$ cat src/rtl/core/jkv_pkg.sv
`default_nettype none
// ----------------------------------------------------------------------------
// jkv_pkg: shared types and constants of the json key/value extractor
// Character codes, result kinds, command format between the front and back
// halves, and the whitespace helper used by the scanner.
// ----------------------------------------------------------------------------
package jkv_pkg;

    localparam int MAX_KEY_CHARS_DEF    = 8;
    localparam int SPACE_HOLD_DEPTH_DEF = 16;
    localparam int CMD_QUEUE_DEPTH      = 4;

    localparam int KEY_BYTES_W = 64;
    localparam int KEY_LEN_W   = 4;
    localparam int CFG_IDX_W   = 1;

    localparam logic [CFG_IDX_W-1:0] CFG_KEY_BYTES  = 1'd0;
    localparam logic [CFG_IDX_W-1:0] CFG_KEY_LENGTH = 1'd1;

    localparam logic [7:0] CH_COLON  = 8'h3A;
    localparam logic [7:0] CH_COMMA  = 8'h2C;
    localparam logic [7:0] CH_BRACE  = 8'h7D;
    localparam logic [7:0] CH_QUOTE  = 8'h22;
    localparam logic [7:0] CH_BSLASH = 8'h5C;
    localparam logic [7:0] CH_SPACE  = 8'h20;
    localparam logic [7:0] CH_TAB    = 8'h09;
    localparam logic [7:0] CH_CR     = 8'h0D;

    typedef enum logic [2:0] {
        PH_SEARCH,
        PH_COLON,
        PH_SKIP,
        PH_QUOTED,
        PH_UNQUOTED,
        PH_DONE
    } t_phase;

    typedef enum logic [1:0] {
        KIND_BYTE     = 2'd0,
        KIND_DONE     = 2'd1,
        KIND_NOTFOUND = 2'd2,
        KIND_OVERFLOW = 2'd3
    } t_kind;

    // primary action of one command
    typedef enum logic [1:0] {
        OP_NONE,
        OP_HOLD,
        OP_BYTE
    } t_op;

    // one command per input item that causes work in the back half
    typedef struct packed {
        t_op        op;
        logic [7:0] data;
        logic       term_valid;
        t_kind      term;
    } t_cmd;

    typedef enum logic [1:0] {
        BK_IDLE,
        BK_FLUSH,
        BK_BYTE,
        BK_TERM
    } t_back_state;

    function automatic logic is_space(input logic [7:0] c);
        return (c == CH_SPACE) || ((c >= CH_TAB) && (c <= CH_CR));
    endfunction

endpackage
`default_nettype wire

$ cat src/rtl/core/jkv_if.sv
`default_nettype none
// ----------------------------------------------------------------------------
// jkv_if: channel interfaces of the json key/value extractor
// Text input, result output and register write channels, each valid/ready.
// ----------------------------------------------------------------------------
interface jkv_text_if ();
    logic       valid;
    logic       ready;
    logic [7:0] text_byte;
    logic       end_of_text;

    modport source (output valid, output text_byte, output end_of_text, input ready);
    modport sink   (input valid, input text_byte, input end_of_text, output ready);
endinterface

interface jkv_result_if ();
    logic       valid;
    logic       ready;
    logic [7:0] value_byte;
    logic [1:0] kind;
    logic       last_of_run;

    modport source (output valid, output value_byte, output kind, output last_of_run,
                    input ready);
    modport sink   (input valid, input value_byte, input kind, input last_of_run,
                    output ready);
endinterface

interface jkv_cfg_if import jkv_pkg::*; ();
    logic                   valid;
    logic                   ready;
    logic [CFG_IDX_W-1:0]   index;
    logic [KEY_BYTES_W-1:0] data;

    modport source (output valid, output index, output data, input ready);
    modport sink   (input valid, input index, input data, output ready);
endinterface
`default_nettype wire

$ cat src/rtl/core/jkv_ram.sv
`default_nettype none
// ----------------------------------------------------------------------------
// jkv_ram: generic single-write, single-read ram
// One write port, one read port with registered read data.
// ----------------------------------------------------------------------------
module jkv_ram #(
    parameter int WIDTH = 8,
    parameter int DEPTH = 16
) (
    input  wire logic                                i_clk,
    input  wire logic                                i_we,
    input  wire logic [(DEPTH > 1 ? $clog2(DEPTH) : 1)-1:0] i_waddr,
    input  wire logic [WIDTH-1:0]                    i_wdata,
    input  wire logic                                i_re,
    input  wire logic [(DEPTH > 1 ? $clog2(DEPTH) : 1)-1:0] i_raddr,
    output      logic [WIDTH-1:0]                    o_rdata
);

    logic [WIDTH-1:0] r_mem [DEPTH];
    logic [WIDTH-1:0] r_rdata;

    always_ff @(posedge i_clk) begin
        if (i_we) begin
            r_mem[i_waddr] <= i_wdata;
        end
        if (i_re) begin
            r_rdata <= r_mem[i_raddr];
        end
    end

    assign o_rdata = r_rdata;

endmodule
`default_nettype wire

$ cat src/rtl/core/jkv_front.sv
`default_nettype none
// ----------------------------------------------------------------------------
// jkv_front: text scanner
// Holds the key registers, matches the quoted key in a sliding window,
// tracks the parse phase and issues back-end commands from the text.
// ----------------------------------------------------------------------------
module jkv_front import jkv_pkg::*; #(
    parameter int MAX_KEY_CHARS    = MAX_KEY_CHARS_DEF,
    parameter int SPACE_HOLD_DEPTH = SPACE_HOLD_DEPTH_DEF
) (
    input  wire logic i_clk,
    input  wire logic i_rst_n,
    jkv_text_if.sink  i_text,
    jkv_cfg_if.sink   i_cfg,
    input  wire logic i_q_full,
    output      logic o_push,
    output      t_cmd o_cmd
);

    localparam int WIN_DEPTH = MAX_KEY_CHARS + 2;
    localparam int LEN_W     = $clog2(MAX_KEY_CHARS + 1);
    localparam int CNT_W     = $clog2(SPACE_HOLD_DEPTH + 1);

    logic [KEY_BYTES_W-1:0] r_key_bytes;
    logic [KEY_LEN_W-1:0]   r_key_len;
    logic [7:0]             r_win [WIN_DEPTH];
    logic [7:0]             n_win [WIN_DEPTH];
    logic [7:0]             w_shift [WIN_DEPTH];
    t_phase                 r_phase, n_phase;
    logic                   r_esc, n_esc;
    logic [CNT_W-1:0]       r_cnt, n_cnt;

    logic [LEN_W-1:0]       len_eff;
    logic [MAX_KEY_CHARS:0] len_hit;
    logic                   needle;
    logic                   accept;
    logic                   unq;
    logic [7:0]             c;
    logic                   last;
    t_cmd                   cmd;

    assign i_cfg.ready  = 1'b1;
    assign i_text.ready = !i_q_full;
    assign accept       = i_text.valid && !i_q_full;
    assign c            = i_text.text_byte;
    assign last         = i_text.end_of_text;

    always_ff @(posedge i_clk) begin
        if (!i_rst_n) begin
            r_key_bytes <= '0;
            r_key_len   <= '0;
        end else if (i_cfg.valid) begin
            case (i_cfg.index)
                CFG_KEY_BYTES:  r_key_bytes <= i_cfg.data;
                CFG_KEY_LENGTH: r_key_len   <= i_cfg.data[KEY_LEN_W-1:0];
                default: ;
            endcase
        end
    end

    // long keys count as the maximum length
    assign len_eff = (r_key_len > KEY_LEN_W'(MAX_KEY_CHARS)) ? LEN_W'(MAX_KEY_CHARS)
                                                              : r_key_len[LEN_W-1:0];

    always_comb begin
        w_shift[0] = c;
        for (int j = 1; j < WIN_DEPTH; j++) begin
            w_shift[j] = r_win[j-1];
        end
    end

    // one match flag per possible key length, then pick the configured one
    always_comb begin
        for (int l = 0; l <= MAX_KEY_CHARS; l++) begin
            len_hit[l] = (w_shift[l+1] == CH_QUOTE);
            for (int i = 0; i < l; i++) begin
                if (w_shift[l-i] != r_key_bytes[8*i +: 8]) begin
                    len_hit[l] = 1'b0;
                end
            end
        end
        needle = (w_shift[0] == CH_QUOTE) && len_hit[len_eff];
    end

    always_comb begin
        n_win          = r_win;
        n_phase        = r_phase;
        n_esc          = r_esc;
        n_cnt          = r_cnt;
        unq            = 1'b0;
        cmd.op         = OP_NONE;
        cmd.data       = c;
        cmd.term_valid = 1'b0;
        cmd.term       = KIND_DONE;

        case (r_phase)
            PH_SEARCH: begin
                n_win = w_shift;
                if (needle) begin
                    n_phase = PH_COLON;
                end
            end
            PH_COLON: begin
                if (c == CH_COLON) begin
                    n_phase = PH_SKIP;
                end
            end
            PH_SKIP: begin
                if (!is_space(c)) begin
                    if (c == CH_QUOTE) begin
                        n_phase = PH_QUOTED;
                    end else begin
                        unq = 1'b1;
                    end
                end
            end
            PH_UNQUOTED: begin
                unq = 1'b1;
            end
            PH_QUOTED: begin
                if (r_esc) begin
                    n_esc  = 1'b0;
                    cmd.op = OP_BYTE;
                end else if (c == CH_BSLASH) begin
                    n_esc = 1'b1;
                end else if (c == CH_QUOTE) begin
                    cmd.term_valid = 1'b1;
                    cmd.term       = KIND_DONE;
                    n_phase        = PH_DONE;
                end else begin
                    cmd.op = OP_BYTE;
                end
            end
            PH_DONE: ;
            default: ;
        endcase

        if (unq) begin
            n_phase = PH_UNQUOTED;
            if ((c == CH_COMMA) || (c == CH_BRACE)) begin
                n_cnt          = '0;
                cmd.term_valid = 1'b1;
                cmd.term       = KIND_DONE;
                n_phase        = PH_DONE;
            end else if (is_space(c)) begin
                if (r_cnt >= CNT_W'(SPACE_HOLD_DEPTH)) begin
                    n_cnt          = '0;
                    cmd.term_valid = 1'b1;
                    cmd.term       = KIND_OVERFLOW;
                    n_phase        = PH_DONE;
                end else begin
                    cmd.op = OP_HOLD;
                    n_cnt  = r_cnt + CNT_W'(1);
                end
            end else begin
                cmd.op = OP_BYTE;
                n_cnt  = '0;
            end
            // text ends inside the value: trailing space is dropped
            if (last && (n_phase == PH_UNQUOTED)) begin
                if (cmd.op == OP_HOLD) begin
                    cmd.op = OP_NONE;
                end
                n_cnt          = '0;
                cmd.term_valid = 1'b1;
                cmd.term       = KIND_DONE;
                n_phase        = PH_DONE;
            end
        end

        if (last) begin
            if (n_phase != PH_DONE) begin
                cmd.term_valid = 1'b1;
                cmd.term       = KIND_NOTFOUND;
            end
            for (int j = 0; j < WIN_DEPTH; j++) begin
                n_win[j] = '0;
            end
            n_phase = PH_SEARCH;
            n_esc   = 1'b0;
            n_cnt   = '0;
        end
    end

    always_ff @(posedge i_clk) begin
        if (!i_rst_n) begin
            for (int j = 0; j < WIN_DEPTH; j++) begin
                r_win[j] <= '0;
            end
            r_phase <= PH_SEARCH;
            r_esc   <= 1'b0;
            r_cnt   <= '0;
        end else if (accept) begin
            r_win   <= n_win;
            r_phase <= n_phase;
            r_esc   <= n_esc;
            r_cnt   <= n_cnt;
        end
    end

    assign o_push = accept && ((cmd.op != OP_NONE) || cmd.term_valid);
    assign o_cmd  = cmd;

endmodule
`default_nettype wire

$ cat src/rtl/core/jkv_cmd_queue.sv
`default_nettype none
// ----------------------------------------------------------------------------
// jkv_cmd_queue: command queue between scanner and emitter
// Small flip-flop fifo so the two halves stall independently.
// ----------------------------------------------------------------------------
module jkv_cmd_queue import jkv_pkg::*; (
    input  wire logic i_clk,
    input  wire logic i_rst_n,
    input  wire logic i_push,
    input  wire t_cmd i_cmd,
    output      logic o_full,
    output      logic o_valid,
    output      t_cmd o_cmd,
    input  wire logic i_pop
);

    localparam int PW = $clog2(CMD_QUEUE_DEPTH);

    t_cmd          r_slot [CMD_QUEUE_DEPTH];
    logic [PW-1:0] r_wr_ptr;
    logic [PW-1:0] r_rd_ptr;
    logic [PW:0]   r_count;
    logic          do_push;
    logic          do_pop;

    assign o_full  = (r_count == (PW+1)'(CMD_QUEUE_DEPTH));
    assign o_valid = (r_count != '0);
    assign o_cmd   = r_slot[r_rd_ptr];
    assign do_push = i_push && !o_full;
    assign do_pop  = i_pop && o_valid;

    always_ff @(posedge i_clk) begin
        if (do_push) begin
            r_slot[r_wr_ptr] <= i_cmd;
        end
    end

    always_ff @(posedge i_clk) begin
        if (!i_rst_n) begin
            r_wr_ptr <= '0;
            r_rd_ptr <= '0;
            r_count  <= '0;
        end else begin
            if (do_push) begin
                r_wr_ptr <= (r_wr_ptr == PW'(CMD_QUEUE_DEPTH - 1)) ? '0 : r_wr_ptr + PW'(1);
            end
            if (do_pop) begin
                r_rd_ptr <= (r_rd_ptr == PW'(CMD_QUEUE_DEPTH - 1)) ? '0 : r_rd_ptr + PW'(1);
            end
            case ({do_push, do_pop})
                2'b10:   r_count <= r_count + (PW+1)'(1);
                2'b01:   r_count <= r_count - (PW+1)'(1);
                default: r_count <= r_count;
            endcase
        end
    end

endmodule
`default_nettype wire

$ cat src/rtl/core/jkv_back.sv
`default_nettype none
// ----------------------------------------------------------------------------
// jkv_back: result emitter
// Executes commands: stores held whitespace in a ram, flushes it ahead of
// the next value byte, and emits value bytes and status items through an
// output register.
// ----------------------------------------------------------------------------
module jkv_back import jkv_pkg::*; #(
    parameter int SPACE_HOLD_DEPTH = SPACE_HOLD_DEPTH_DEF
) (
    input  wire logic     i_clk,
    input  wire logic     i_rst_n,
    input  wire logic     i_q_valid,
    input  wire t_cmd     i_q_cmd,
    output      logic     o_pop,
    jkv_result_if.source  o_result
);

    localparam int CNT_W = $clog2(SPACE_HOLD_DEPTH + 1);
    localparam int AW    = (SPACE_HOLD_DEPTH > 1) ? $clog2(SPACE_HOLD_DEPTH) : 1;

    t_back_state      r_state, n_state;
    t_cmd             r_cmd, n_cmd;
    logic [CNT_W-1:0] r_cnt, n_cnt;
    logic [AW-1:0]    r_idx, n_idx;

    logic             r_out_valid;
    logic [7:0]       r_out_byte;
    t_kind            r_out_kind;
    logic             r_out_last;

    logic             out_free;
    logic             load;
    logic [7:0]       ld_byte;
    t_kind            ld_kind;
    logic             ld_last;

    logic             we;
    logic             re;
    logic [AW-1:0]    raddr;
    logic [7:0]       rdata;

    jkv_ram #(
        .WIDTH (8),
        .DEPTH (SPACE_HOLD_DEPTH)
    ) u_space_ram (
        .i_clk   (i_clk),
        .i_we    (we),
        .i_waddr (r_cnt[AW-1:0]),
        .i_wdata (i_q_cmd.data),
        .i_re    (re),
        .i_raddr (raddr),
        .o_rdata (rdata)
    );

    assign out_free = !r_out_valid || o_result.ready;

    always_ff @(posedge i_clk) begin
        if (!i_rst_n) begin
            r_state <= BK_IDLE;
            r_cnt   <= '0;
        end else begin
            r_state <= n_state;
            r_cnt   <= n_cnt;
        end
    end

    always_ff @(posedge i_clk) begin
        r_cmd <= n_cmd;
        r_idx <= n_idx;
    end

    always_comb begin
        n_state = r_state;
        n_cmd   = r_cmd;
        n_cnt   = r_cnt;
        n_idx   = r_idx;
        o_pop   = 1'b0;
        we      = 1'b0;
        re      = 1'b0;
        raddr   = r_idx;
        load    = 1'b0;
        ld_byte = '0;
        ld_kind = KIND_BYTE;
        ld_last = 1'b0;

        case (r_state)
            BK_IDLE: begin
                if (i_q_valid && ((i_q_cmd.op == OP_HOLD) || out_free)) begin
                    o_pop = 1'b1;
                    n_cmd = i_q_cmd;
                    case (i_q_cmd.op)
                        OP_HOLD: begin
                            we    = 1'b1;
                            n_cnt = r_cnt + CNT_W'(1);
                        end
                        OP_BYTE: begin
                            if (r_cnt != '0) begin
                                // held spaces go out first
                                re      = 1'b1;
                                raddr   = '0;
                                n_idx   = '0;
                                n_state = BK_FLUSH;
                            end else begin
                                load    = 1'b1;
                                ld_byte = i_q_cmd.data;
                                ld_last = !i_q_cmd.term_valid;
                                if (i_q_cmd.term_valid) begin
                                    n_state = BK_TERM;
                                end
                            end
                        end
                        default: begin
                            load    = 1'b1;
                            ld_kind = i_q_cmd.term;
                            ld_last = 1'b1;
                            n_cnt   = '0;
                        end
                    endcase
                end
            end
            BK_FLUSH: begin
                if (out_free) begin
                    load    = 1'b1;
                    ld_byte = rdata;
                    if ((CNT_W'(r_idx) + CNT_W'(1)) == r_cnt) begin
                        n_state = BK_BYTE;
                    end else begin
                        re    = 1'b1;
                        raddr = r_idx + AW'(1);
                        n_idx = r_idx + AW'(1);
                    end
                end
            end
            BK_BYTE: begin
                if (out_free) begin
                    load    = 1'b1;
                    ld_byte = r_cmd.data;
                    ld_last = !r_cmd.term_valid;
                    n_cnt   = '0;
                    n_state = r_cmd.term_valid ? BK_TERM : BK_IDLE;
                end
            end
            BK_TERM: begin
                if (out_free) begin
                    load    = 1'b1;
                    ld_kind = r_cmd.term;
                    ld_last = 1'b1;
                    n_cnt   = '0;
                    n_state = BK_IDLE;
                end
            end
            default: begin
                n_state = BK_IDLE;
            end
        endcase
    end

    always_ff @(posedge i_clk) begin
        if (!i_rst_n) begin
            r_out_valid <= 1'b0;
        end else if (load) begin
            r_out_valid <= 1'b1;
        end else if (o_result.ready) begin
            r_out_valid <= 1'b0;
        end
    end

    always_ff @(posedge i_clk) begin
        if (load) begin
            r_out_byte <= ld_byte;
            r_out_kind <= ld_kind;
            r_out_last <= ld_last;
        end
    end

    assign o_result.valid       = r_out_valid;
    assign o_result.value_byte  = r_out_byte;
    assign o_result.kind        = r_out_kind;
    assign o_result.last_of_run = r_out_last;

endmodule
`default_nettype wire

$ cat src/rtl/core/json_key_value_extractor.sv
`default_nettype none
// ----------------------------------------------------------------------------
// json_key_value_extractor: find a quoted key in a json text, emit its value
// Scanner front end, command queue and emitter back end.
// ----------------------------------------------------------------------------
//  channel    dir  handshake     payload
//  i_text     in   valid/ready   text_byte[7:0], end_of_text
//  o_result   out  valid/ready   value_byte[7:0], kind[1:0], last_of_run
//  i_cfg      in   valid/ready   index[0] (0 key_bytes, 1 key_length), data[63:0]
//
//  the scanner takes one text item per cycle while the command queue has room
//  the emitter sends at most one result per cycle while o_result is ready; held
//  spaces go out ahead of the next value byte, a status item after its byte
//  i_cfg.ready is always high; reset is synchronous, active low, no sweep
//  a stalled o_result fills the four-entry queue, then i_text.ready drops
// ----------------------------------------------------------------------------
module json_key_value_extractor import jkv_pkg::*; #(
    parameter int MAX_KEY_CHARS    = MAX_KEY_CHARS_DEF,
    parameter int SPACE_HOLD_DEPTH = SPACE_HOLD_DEPTH_DEF
) (
    input  wire logic    i_clk,
    input  wire logic    i_rst_n,
    jkv_text_if.sink     i_text,
    jkv_cfg_if.sink      i_cfg,
    jkv_result_if.source o_result
);

    logic push;
    t_cmd push_cmd;
    logic q_full;
    logic q_valid;
    t_cmd q_cmd;
    logic pop;

    jkv_front #(
        .MAX_KEY_CHARS    (MAX_KEY_CHARS),
        .SPACE_HOLD_DEPTH (SPACE_HOLD_DEPTH)
    ) u_front (
        .i_clk    (i_clk),
        .i_rst_n  (i_rst_n),
        .i_text   (i_text),
        .i_cfg    (i_cfg),
        .i_q_full (q_full),
        .o_push   (push),
        .o_cmd    (push_cmd)
    );

    jkv_cmd_queue u_queue (
        .i_clk   (i_clk),
        .i_rst_n (i_rst_n),
        .i_push  (push),
        .i_cmd   (push_cmd),
        .o_full  (q_full),
        .o_valid (q_valid),
        .o_cmd   (q_cmd),
        .i_pop   (pop)
    );

    jkv_back #(
        .SPACE_HOLD_DEPTH (SPACE_HOLD_DEPTH)
    ) u_back (
        .i_clk     (i_clk),
        .i_rst_n   (i_rst_n),
        .i_q_valid (q_valid),
        .i_q_cmd   (q_cmd),
        .o_pop     (pop),
        .o_result  (o_result)
    );

endmodule
`default_nettype wire

$ cat src/flat_wrapper.sv
// flat-port wrapper written by rule: the top's interface ports become plain ports
module json_key_value_extractor_flat import jkv_pkg::*;
#(
    parameter int MAX_KEY_CHARS    = MAX_KEY_CHARS_DEF,
    parameter int SPACE_HOLD_DEPTH = SPACE_HOLD_DEPTH_DEF
)
  (i_clk, i_rst_n, i_text_valid, i_text_text_byte, i_text_end_of_text, i_text_ready, i_cfg_valid, i_cfg_index, i_cfg_data, i_cfg_ready, o_result_valid, o_result_value_byte, o_result_kind, o_result_last_of_run, o_result_ready);
  jkv_text_if i_text_i ();
  jkv_cfg_if i_cfg_i ();
  jkv_result_if o_result_i ();
  input  wire logic i_clk;
  input  wire logic i_rst_n;
  input wire logic [$bits(i_text_i.valid)-1:0] i_text_valid;
  input wire logic [$bits(i_text_i.text_byte)-1:0] i_text_text_byte;
  input wire logic [$bits(i_text_i.end_of_text)-1:0] i_text_end_of_text;
  output wire logic [$bits(i_text_i.ready)-1:0] i_text_ready;
  input wire logic [$bits(i_cfg_i.valid)-1:0] i_cfg_valid;
  input wire logic [$bits(i_cfg_i.index)-1:0] i_cfg_index;
  input wire logic [$bits(i_cfg_i.data)-1:0] i_cfg_data;
  output wire logic [$bits(i_cfg_i.ready)-1:0] i_cfg_ready;
  output wire logic [$bits(o_result_i.valid)-1:0] o_result_valid;
  output wire logic [$bits(o_result_i.value_byte)-1:0] o_result_value_byte;
  output wire logic [$bits(o_result_i.kind)-1:0] o_result_kind;
  output wire logic [$bits(o_result_i.last_of_run)-1:0] o_result_last_of_run;
  input wire logic [$bits(o_result_i.ready)-1:0] o_result_ready;
  assign i_text_i.valid = i_text_valid;
  assign i_text_i.text_byte = i_text_text_byte;
  assign i_text_i.end_of_text = i_text_end_of_text;
  assign i_text_ready = i_text_i.ready;
  assign i_cfg_i.valid = i_cfg_valid;
  assign i_cfg_i.index = i_cfg_index;
  assign i_cfg_i.data = i_cfg_data;
  assign i_cfg_ready = i_cfg_i.ready;
  assign o_result_valid = o_result_i.valid;
  assign o_result_value_byte = o_result_i.value_byte;
  assign o_result_kind = o_result_i.kind;
  assign o_result_last_of_run = o_result_i.last_of_run;
  assign o_result_i.ready = o_result_ready;
  json_key_value_extractor #(.MAX_KEY_CHARS(MAX_KEY_CHARS), .SPACE_HOLD_DEPTH(SPACE_HOLD_DEPTH)) u_core (.i_clk(i_clk), .i_rst_n(i_rst_n), .i_text(i_text_i), .i_cfg(i_cfg_i), .o_result(o_result_i));
endmodule
$ cat config.mk
export PLATFORM = sky130hd
export DESIGN_NAME = json_key_value_extractor_flat
export DESIGN_NICKNAME = d
export VERILOG_FILES = /design/src/rtl/core/jkv_pkg.sv /design/src/rtl/core/jkv_if.sv /design/src/rtl/core/jkv_ram.sv /design/src/rtl/core/jkv_front.sv /design/src/rtl/core/jkv_cmd_queue.sv /design/src/rtl/core/jkv_back.sv /design/src/rtl/core/json_key_value_extractor.sv /design/src/flat_wrapper.sv
export SDC_FILE = /design/constraint.sdc
export NUM_CORES = 1
export LEC_CHECK = 0
export BUFFER_PORTS_ARGS = -buffer_cell sky130_fd_sc_hd__buf_4
export CAP_MARGIN = 10
export CORE_MARGIN = 4
export CORE_UTILIZATION = 30
export DETAILED_ROUTE_END_ITERATION = 8
export GPL_ROUTABILITY_DRIVEN = 0
export PLACE_DENSITY_LB_ADDON = 0.12
export SETUP_SLACK_MARGIN = 0.3
export SKIP_LAST_GASP = 1
export SYNTH_ARGS = -nofsm -noshare
export SYNTH_HDL_FRONTEND = slang
export SYNTH_HIERARCHICAL = 1
export SYNTH_SLANG_ARGS = --single-unit
$ cat constraint.sdc
create_clock -name i_clk -period 4.4 [get_ports i_clk]
set_clock_uncertainty 0.1 [all_clocks]
set_input_delay 0.66 -clock i_clk [delete_from_list [all_inputs] [get_ports i_clk]]
set_output_delay 0.66 -clock i_clk [all_outputs]
set_load 0.005 [all_outputs]
# [Word level (Yosys, flattened, before mapping)]
# Memory sizes are Yosys's and may differ from the RTL's. A register that Yosys moved wholly into a read port is not among the register bits.
# Cells that the tools add are included.
[word_totals] n_memories=2 wordCells=313 in_bits=79 out_inout_bits=14 mem_bits_rw=180 ff_bits=190
[classes] reduce_logical=39 muxes=153 add_sub_neg=8 n_lt_le_gt_ge=5 bitwise_logic=1 eq_ne=78
[mem_list] name="u_core.u_back.u_space_ram.r_mem" depth=16 word_bits=8 rd=1 rd_ports_with_merged_regs=1 wr=1 line="jkv_ram.sv:19" rtl="logic [WIDTH-1:0] r_mem [DEPTH];"
[mem_list] name="u_core.u_queue.r_slot" depth=4 word_bits=13 rd=1 rd_ports_with_merged_regs=1 wr=1 line="jkv_cmd_queue.sv:19" rtl="t_cmd r_slot [CMD_QUEUE_DEPTH];"
[ops] operator="!= test 8 bit" count=36
[ops] operator="2-to-1 mux 80 bit" count=2
[ops] operator="== test 8 x 6 -> 1 bit, second input constant" count=13
[ops] operator="2-to-1 mux 1 bit" count=68
[ops] operator="2-to-1 mux 3 bit" count=22
[ops] operator="2-to-1 mux 2 bit" count=27
[ops] operator="2-to-1 mux 5 bit" count=8
[ops] operator="2-to-1 mux 8 bit" count=5
[ops] operator="2-to-1 mux 4 bit" count=6
[ops] operator="case mux 8 bit (3 select lines)" count=1
[ops] operator="case mux 5 bit (2 select lines)" count=2
[ops] operator="== test 8 x 7 -> 1 bit, second input constant" count=2
[ops] operator="nonzero test 2 bit" count=7
[ops] operator="== test 2 bit, second input constant" count=6
[ops] operator="!= test 2 bit, second input constant" count=6
[ops] operator="case mux 3 bit (4 select lines)" count=1
[ops] operator="AND reduction 2 bit" count=6
[ops] operator="adder 5 x 1 -> 5 bit, second input constant" count=2
[ops] operator="case mux 1 bit (2 select lines)" count=5
[ops] operator="== test 3 bit, second input constant" count=3
[ops] operator="== test 2 x 1 -> 1 bit, second input constant" count=4
[ops] operator="greater-or-equal comparator 8 x 4 -> 1 bit, second input constant" count=1
[ops] operator="less-or-equal comparator 8 x 4 -> 1 bit, second input constant" count=1
[ops] operator="logical AND 1 bit" count=8
[ops] operator="30 further kinds" count=42

# [Depth between registers and ports, before layout]
[depth] word_depth=23 mapped_depth=17 ltp_nobuf=15

# [Modules after synthesis]
# Netlist, hierarchy kept.
[by_module_without_submodules] module="jkv_front" area_each_um2=9708.1 cells_per_inst=1191 n_inst=1 seq_area_each_um2=2982.9
[by_module_without_submodules] module="jkv_ram" area_each_um2=5227.5 cells_per_inst=229 n_inst=1 seq_area_each_um2=4083.9
[by_module_without_submodules] module="jkv_cmd_queue" area_each_um2=2377.3 cells_per_inst=123 n_inst=1 seq_area_each_um2=1741.7
[by_module_without_submodules] module="jkv_back" area_each_um2=1910.6 cells_per_inst=194 n_inst=1 seq_area_each_um2=900.9

# [Worst setup path before layout]
# OpenSTA, ideal clock, no wires.
[synth_path] path_type="input to register" startpoint="input i_text_text_byte[0]" endpoint="register u_core.u_queue.r_count[2]" setup_ns=0.076 path_buffers=2 stages=17 slack_ns=0.557 arrival_ns=3.668 required_time_ns=4.224 path_cell_list="buf_6 > or3b_2 > o32ai_1 > a21oi_1 > a2bb2oi_1 > a21oi_1 > nand2_1 > o31a_1 > nor2b_1 > buf_2 > inv_1 > ha_1 > inv_1 > fa_1 > xor2_1 > or3_1 > a21boi_0"
[synth_lines] item="start: declaration" line="flat_wrapper.sv:14" rtl="input wire logic [$bits(i_text_i.text_byte)-1:0] i_text_text_byte;"
[synth_lines] item="end signal: assignment" line="jkv_cmd_queue.sv:51" rtl="2'b10: r_count <= r_count + (PW+1)'(1);"
[synth_lines] item="end signal: assignment" line="jkv_cmd_queue.sv:52" rtl="2'b01: r_count <= r_count - (PW+1)'(1);"
[synth_lines] item="end signal: assignment" line="jkv_cmd_queue.sv:53" rtl="default: r_count <= r_count;"
[synth_lines] item="end: declaration" line="jkv_cmd_queue.sv:22" rtl="logic [PW:0] r_count;"

==> flow_summary.ini <==
[run_status]
status = completed

[clock_network]
cts_tree = yes
clk_latency_ps = 580
cts_sinks = 380
post_cts_buffers = 0
clk_pin_slew_ps = 60
ctsHoldBuffers = 0
clock_path_buffers = 3
cts_buffers = 44
cts_root_buf = clkbuf_16
htreeDepth = 2

[critical_path]
crit_family = multiplexers
required_ps = 4630
cp-end-kind = flop
start_kind = flop
rrSetupSlack_ps = 580
cpMaxStageDelayCell = mux4_1
crit_buf_inv = 2
path_cells = mux4_2, ha_1, inv_1, o31ai_1, and3_1, and3_1, nor3_2, buf_12, mux4_1, a22oi_1, nand2_1
criticalPathCategory = reg2reg
cp_max_fo = 33
cpMostUsedCell = and3_1
cpPeakStageDelay_ps = 580
arrival_ps = 4050

[power]
vdd_ir_drop_max_mv = 0.307
p_per_area_nw_per_um2 = 449
p_leak_uw = 0.00798

[yosys]
synth_top_family_by_area = simple AND/OR/NAND/NOR gates
yosys_register_bits = 380
netlist_area_um2 = 19200
synth_compound_area_frac = 0.101
synth-simple-area-share = 0.145
synth-xor-area-share = 0.133
synth_async_sr_flop_share = 0
synth_enable_flop_cells = 210
syn_avg_cell_area_um2 = 11.1
syn_nets = 1835
synth_flop_cell = edfxtp_1
postSynthCellCount = 1737
ys_warn_count = 6
synth.area.mux_share = 0.0582
synthAdderAreaFrac = 0.0128
ys_seq_area_frac = 0.505
synthDistinctLibCells = 80

[global_route]
gr-usage-met3 = 0.0257
grt_pass1_wl_mm = 87.8
grt_busiest_layer = met2
use_met2 = 0.295
overflow = 0
grt_max_degree = 151
met1_usage = 0.213
grt_pass1_vias = 13532
track_usage = 0.171
antenna_found_initial = 0

[final_layout]
n_antenna_cell = 0
final_util = 0.348
fin_area_um2 = 22000
final_cell_mix = edfxtp_1 (210), nand2_1 (171), dfxtp_1 (170)
area_delta_synth_final_pct = 14.6
drive_gt1_frac = 0.141
layoutNonFillerInstCount = 2628
num-nets-final = 1845
final_common_cell = edfxtp_1

[floorplan]
core_um2 = 63200
die_h_um = 261
core.rowCount = 92
ios = 93
chipWidth_um = 261
initial_core_util = 0.304
die-area_um2 = 68200

[placement]
place_ws_ps = 235
io_buffers = 91
place_inst = 2547
place_area_um2 = 20600
place_hpwl_mm = 39.8

[drt]
routed_wl_mm = 58.6
vias = 13211
drtPass1Iterations = 5
drt_iter0_drc = 920
vias_per_cell = 5.03
drc = 0
wl_per_cell_um = 22.3
ant_nets = 0

[sta]
maxSlewViolCount = 0
hold_viol_final = 0
layout_setup_ws_ps = 581
setup_violations = 0
tightestPinTransition_ps = 1090
rsz0062_at_grt = no
post-route-period-util = 0.868
finalSetupTns_ps = 0
relSlewSlack = 0.272
max_freq_mhz = 262
fin_crit_ps = 3820

[run]
cap_viol_max_count = 0

[hold_path]
hp-class = in2reg
==> synthesized netlist by cell type (all sizes together), types with 4 or more instances <==
cell type,number,share of area
and3,5,0.0017
o21ai,18,0.0047
edfxtp,210,0.33
o211ai,5,0.0020
inv,29,0.0057
nor4,45,0.015
ha,18,0.012
nand2,171,0.033
xnor2,139,0.063
a211oi,4,0.0022
nor4b,16,0.0073
a21boi,78,0.030
or3b,4,0.0020
clkbuf,116,0.023
mux4,45,0.056
dfxtp,170,0.18
or3,7,0.0023
nor3,28,0.0073
nand4,48,0.016
nand3b,5,0.0020
and2,10,0.0033
a31oi,4,0.0013
a22oi,97,0.038
nor2b,84,0.027
nor2,56,0.011
xor2,153,0.070
or4b,5,0.0028
nand3,27,0.0073
buf,54,0.015
nand2b,8,0.0026
o31ai,4,0.0018
a21oi,26,0.0070
==> worst min-delay path, cell delays in order <==
cell and delay [ps]:
buf_4 110, nand2_1 40, a21boi_0 60
==> cell type report <==
class / instances / area [µm²]
clock buffer: 58 / 1200
clock inverter: 23 / 199
fill: 6291 / 41200
inverter: 29 / 109
multi-input combinational: 1155 / 8680
sequential: 380 / 9710
tap: 846 / 1060
timing repair buffer: 137 / 1070
==> what timing repair did <==
action / CTS / global route
resized for setup: 0 / 1
endpoints found under the hold margin: 0 / 0
setup endpoints to repair: 0 / 6
==> kinds of logic after synthesis <==
group | Yosys count
flops | 380
xor+xnor | 292
simple gates | 529
other cells | 1
buf+inv | 202
mux | 49
compound gates | 265
fa+ha+maj | 19
==> final timing paths <==
path | startpoint | to | cells after the start
setup / recovery | flop | u_core/u_back/u_space_ram/o_rdata[0] | 11
setup reg to reg | flop | u_core/u_back/u_space_ram/o_rdata[0] | 11
hold / removal | i_cfg_data[10] | u_core/u_front/r_key_bytes[10] | 3
hold reg to reg | u_core/u_front/r_key_bytes[61] | u_core/u_front/r_key_bytes[61] | 2
==> report_power, final <==
part	switching (µW)	total [µW]	internal [µW]
logic	1140	2060	916
registers	212	4260	4050
clock network	1500	3560	2060
==> state kept, by name, indices dropped and copies added, names as in the netlist, named ones only <==
register and flops:
u_core/u_back/o_result.kind 2, u_core/u_back/o_result.last_of_run 1, u_core/u_back/o_result.valid 1, u_core/u_back/o_result.value_byte 8, u_core/u_back/r_cmd 11, u_core/u_back/r_cnt 5, u_core/u_back/r_idx 4, u_core/u_back/r_state 2
u_core/u_back/u_space_ram/o_rdata 8, u_core/u_back/u_space_ram/r_mem 128, u_core/u_front/r_cnt 5, u_core/u_front/r_esc 1, u_core/u_front/r_key_bytes 64, u_core/u_front/r_key_len 4, u_core/u_front/r_phase 3, u_core/u_front/r_win 72
u_core/u_queue/r_count 3, u_core/u_queue/r_rd_ptr 2, u_core/u_queue/r_slot 52, u_core/u_queue/r_wr_ptr 2
==> per-stage QoR <==
stage | hold slack [ps] | total power [µW]
after floorplan | 344 | 5730
after global placement | 367 | 6410
after detailed placement | 376 | 6420
after CTS | 197 | 10000
after global routing | 225 | 10400
final | 235 | 9880
==> routing by layer <==
metal	vias to the layer above	share of wire
met2	328	0.49
met5	-	0
met3	139	0.047
met4	0	0.043
met1	6539	0.42
li1	6205	-
(Power assumes the default switching activity.)
